### config.mk
export PLATFORM = sky130hd
export DESIGN_NAME = csm_ctrl
export DESIGN_NICKNAME = d
export VERILOG_FILES = /design/src/sv/csm_pkg.sv /design/src/sv/csm_ctrl.sv
export SDC_FILE = /design/constraint.sdc
export NUM_CORES = 1
export LEC_CHECK = 0
export BUFFER_PORTS_ARGS = -buffer_cell sky130_fd_sc_hd__buf_2
export CAP_MARGIN = 10
export CORE_AREA = 2 2 39 41
export CTS_CLUSTER_SIZE = 8
export DETAILED_ROUTE_END_ITERATION = 12
export DIE_AREA = 0 0 41 43
export HOLD_SLACK_MARGIN = 0.06
export PLACE_DENSITY_LB_ADDON = 0.12
export SLEW_MARGIN = 20
export SYNTH_ARGS = -nofsm -noshare
export SYNTH_HDL_FRONTEND = slang
export SYNTH_SLANG_ARGS = --single-unit
### constraint.sdc
create_clock -name clk -period 0.9 [get_ports clk]
set_input_delay 0.18 -clock clk [delete_from_list [all_inputs] [get_ports clk]]
set_output_delay 0.18 -clock clk [all_outputs]
set_load 0.005 [all_outputs]
### src/sv/csm_pkg.sv
// ----------------------------------------------------------------------------
// csm_pkg
// Shared widths, item codes and controller/datapath handshake types.
// ----------------------------------------------------------------------------
package csm_pkg;

	localparam int KIND_W  = 2;
	localparam int OP_W    = 4;
	localparam int NUM_W   = 31;
	localparam int LIM_W   = 30;
	localparam int PROD_W  = 2 * NUM_W;
	localparam int DCNT_W  = 5;

	localparam logic [LIM_W-1:0]  LIMIT_RESET = 30'd1000000000;
	localparam logic [DCNT_W-1:0] DIV_LAST    = 5'd30;

	// item kinds
	localparam logic [KIND_W-1:0] KIND_START = 2'd0;
	localparam logic [KIND_W-1:0] KIND_INST  = 2'd1;
	localparam logic [KIND_W-1:0] KIND_END   = 2'd2;

	// opcodes
	localparam logic [OP_W-1:0] OP_NUM = 4'd0;
	localparam logic [OP_W-1:0] OP_POP = 4'd1;
	localparam logic [OP_W-1:0] OP_INV = 4'd2;
	localparam logic [OP_W-1:0] OP_DUP = 4'd3;
	localparam logic [OP_W-1:0] OP_SWP = 4'd4;
	localparam logic [OP_W-1:0] OP_ADD = 4'd5;
	localparam logic [OP_W-1:0] OP_SUB = 4'd6;
	localparam logic [OP_W-1:0] OP_MUL = 4'd7;
	localparam logic [OP_W-1:0] OP_DIV = 4'd8;
	localparam logic [OP_W-1:0] OP_MOD = 4'd9;

	typedef struct packed {
		logic load;     // capture accepted word, issue stack read
		logic exec;     // execute captured item
		logic div_run;  // one divider step
		logic fin;      // range check and write back
	} cmd_t;

	typedef struct packed {
		logic go_fin;
		logic go_div;
		logic div_last;
		logic out_busy;
	} st_t;

endpackage

### src/sv/csm_ctrl.sv
// ----------------------------------------------------------------------------
// csm_ctrl
// Sequencer: accept, execute, optional divide loop, write back.
// ----------------------------------------------------------------------------
module csm_ctrl (
	input  logic          clk,
	input  logic          arst_n,
	input  logic          s_tvalid,
	output logic          s_tready,
	input  csm_pkg::st_t  st,
	output csm_pkg::cmd_t cmd
);
	import csm_pkg::*;

	localparam logic [1:0] S_IDLE = 2'd0;
	localparam logic [1:0] S_EXEC = 2'd1;
	localparam logic [1:0] S_DIV  = 2'd2;
	localparam logic [1:0] S_FIN  = 2'd3;

	logic [1:0] state_q;
	logic       accept;

	assign s_tready = (state_q == S_IDLE) && !st.out_busy;
	assign accept   = s_tvalid && s_tready;

	assign cmd.load    = accept;
	assign cmd.exec    = (state_q == S_EXEC);
	assign cmd.div_run = (state_q == S_DIV);
	assign cmd.fin     = (state_q == S_FIN);

	always_ff @(posedge clk or negedge arst_n) begin
		if (!arst_n) begin
			state_q <= S_IDLE;
		end else begin
			unique case (state_q)
				S_IDLE: begin
					if (accept) state_q <= S_EXEC;
				end
				S_EXEC: begin
					if (st.go_div)      state_q <= S_DIV;
					else if (st.go_fin) state_q <= S_FIN;
					else                state_q <= S_IDLE;
				end
				S_DIV: begin
					if (st.div_last) state_q <= S_FIN;
				end
				S_FIN: begin
					state_q <= S_IDLE;
				end
				default: state_q <= S_IDLE;
			endcase
		end
	end

	a_accept_exec: assert property (@(posedge clk) disable iff (!arst_n)
		accept |=> state_q == S_EXEC) else $error("accept did not enter execute");
	a_div_fin: assert property (@(posedge clk) disable iff (!arst_n)
		(state_q == S_DIV && st.div_last) |=> state_q == S_FIN)
		else $error("divider end did not reach write back");
	a_fin_idle: assert property (@(posedge clk) disable iff (!arst_n)
		state_q == S_FIN |=> state_q == S_IDLE) else $error("write back not single cycle");
endmodule

==> out/results.ini <==
[global_route]
grt_use_total_pct = 6.12
grt_pass1_wl_um = 676
grt_overflow = 0
grt_pass1_vias = 170
antenna_found_initial = 0
grt_max_degree = 7

[synth]
ys_seq_area_share_pct = 36.0
synth_fp_nets = 20
syn_area_per_cell_um2 = 10.7
synth_warnings = 0
synth_cell_type_count = 12
ys_ff_latch = 2
synthCells = 13
syn_area_um2 = 139

[cts]
clk_pin_slew_ns = 0.03
cts_root_buf = clkbuf_4
clockBufferDepth = 2
htreeDepth = 1
cts_tree = yes
cts.sinks = 2
cts-buffers-inserted = 3
clk-insertion-delay-late_ns = 0.22

[finish]
diodes = 0
fill_cells = 163
drive_gt1_share_pct = 74.2
post-route-cell-area_um2 = 290
areaGrowthSynthToFinish_pct = 109
final_common_cell = buf_2
register_area_um2 = 51.3
multi_input_area_um2 = 101
final_cell_mix = buf_2, buf_4, clkbuf_4
nets = 40

[routing]
drc = 0
routed_via_density = 3.38
ant_nets = 0
drtIter0Drc = 0
first_pass_iters = 1
dr_total_vias = 159
wire_per_inst_um = 8.55
wl_um = 402

[setup_path]
critical_path_required_ns = 0.72
endpoint_kind = primary output
critPathKind = reg2out
critPathLaunchType = flop
cp_max_fo = 4
arrival_ns = 1.11

[floorplanning]
die_x_um = 41
die_y_um = 43
ios = 12
rows = 14
die-area_um2 = 1760
initial_core_util_pct = 10.0
coreArea_um2 = 1380

[timing]
slew_viol_final = 0
rsz0062_at_grt = true
relSlewSlack_pct = 86.6
timing_hold_violations_final = 0
worst_slew_pin_slew_ns = 0.201
setup_viol = 7
finalSetupTns_ns = -1.82
fmax_mhz = 778
period_needed_ns = 1.29
fin_ws_ns = -0.386
fin_crit_sh_pct = 143
skew_ns = 0.00309

[placement]
dp_hpwl_um = 295
dpl_cell_area_um2 = 221
io_buffers = 11
globalplace.congestion = 0.526

[hold_path]
hold_path.class = in2reg

[pwr]
total_power_mw = 0.823
power_density_nw_per_um2 = 2830
p_leak_nw = 0.164
seqPwrFrac_pct = 23.5
p_sw_mw = 0.251
clkPwrFrac_pct = 24.1
netSwitchingFraction_pct = 30.5
comb_power_share_pct = 52.4
p_int_mw = 0.571
ir_drop_uv = 496

[job]
drv_cap = 0

[status]
status = finished with violations
violations = setup timing

-- power groups by stage --
stage	Combinational, mW	Sequential (mW)	Clock, mW
global route	0.474	0.212	0.220
detailed placement	0.331	0.191	0
floorplan	0.167	0.183	0
global placement	0.331	0.192	0
finish	0.431	0.194	0.198
CTS	0.372	0.189	0.211
-- routing by layer --
metal  global-route usage [%]  vias to the layer above  share of wire (%)
met5                        0                        -                  0
met3                     3.14                        0                 11
li1                         -                       81                  -
met1                     6.43                       71                 37
met2                     8.13                        7                 51
met4                     6.00                        0                  0
-- cell families (layout without fill, tap and decap cells) --
kind of cell    after synthesis  count (layout)  share of synthesized area [%]
flops                         2               2                           36.0
compound gates                2               2                           11.7
simple gates                  8               8                           46.9
buf+inv                       1              19                           5.41
-- critical path: stages (launching register included) --
cell and delay [ns]:
dfrtp_1 0.40, nor3_2 0.24, and2_1 0.15, buf_2 0.10
-- worst paths after layout --
path | depth (start not counted) | startpoint | end | slack [ns]
setup / recovery | 3 | flop | cmd[3] | -0.39
max in group asynchronous | 2 | arst_n | state_q[0] | 0.52
hold reg to reg | 2 | flop | state_q[0] | 0.69
setup reg to reg | 3 | flop | state_q[0] | -0.11
min in group asynchronous | 2 | arst_n | state_q[0] | 0.27
hold / removal | 2 | s_tvalid | state_q[0] | 0.19
-- stage by stage --
stage	instances	hold WS, ns	setup slack (ns)	utilization (%)
2_1_floorplan	13	-0.116	-0.154	-
3_3_place_gp	41	-0.0322	-0.149	16.0
3_5_place_dp	41	-0.0295	-0.149	16.0
4_1_cts	46	0.184	-0.387	19.3
5_1_grt	47	0.198	-0.454	21.0
6_report	47	0.185	-0.386	21.0
-- Yosys cell counts --
cell	number	area, um^2
nor3_2	1	10.0
dfrtp_1	2	50.1
buf_4	1	7.51
nor4bb_1	1	10.0
and2_1	1	6.26
nor2b_2	1	8.76
a21o_1	1	7.51
a211o_1	1	8.76
or2_1	1	6.26
and3b_1	1	8.76
and2_2	1	7.51
and2b_1	1	7.51
-- final cells by class --
class                      instances  share of cell area, %
tap                               16                   6.90
multi-input combinational         10                   34.9
clock buffer                       3                   7.76
timing repair buffer              16                   32.8
sequential                         2                   17.7
-- timing repair --
action,in CTS,in global routing
endpoints found under the hold margin,2,0
endpoints found under the setup margin,7,7
resized for setup,1,3
pin swaps,1,2
setup buffers,1,1
hold buffers,1,0
(Power assumes the default switching activity.)
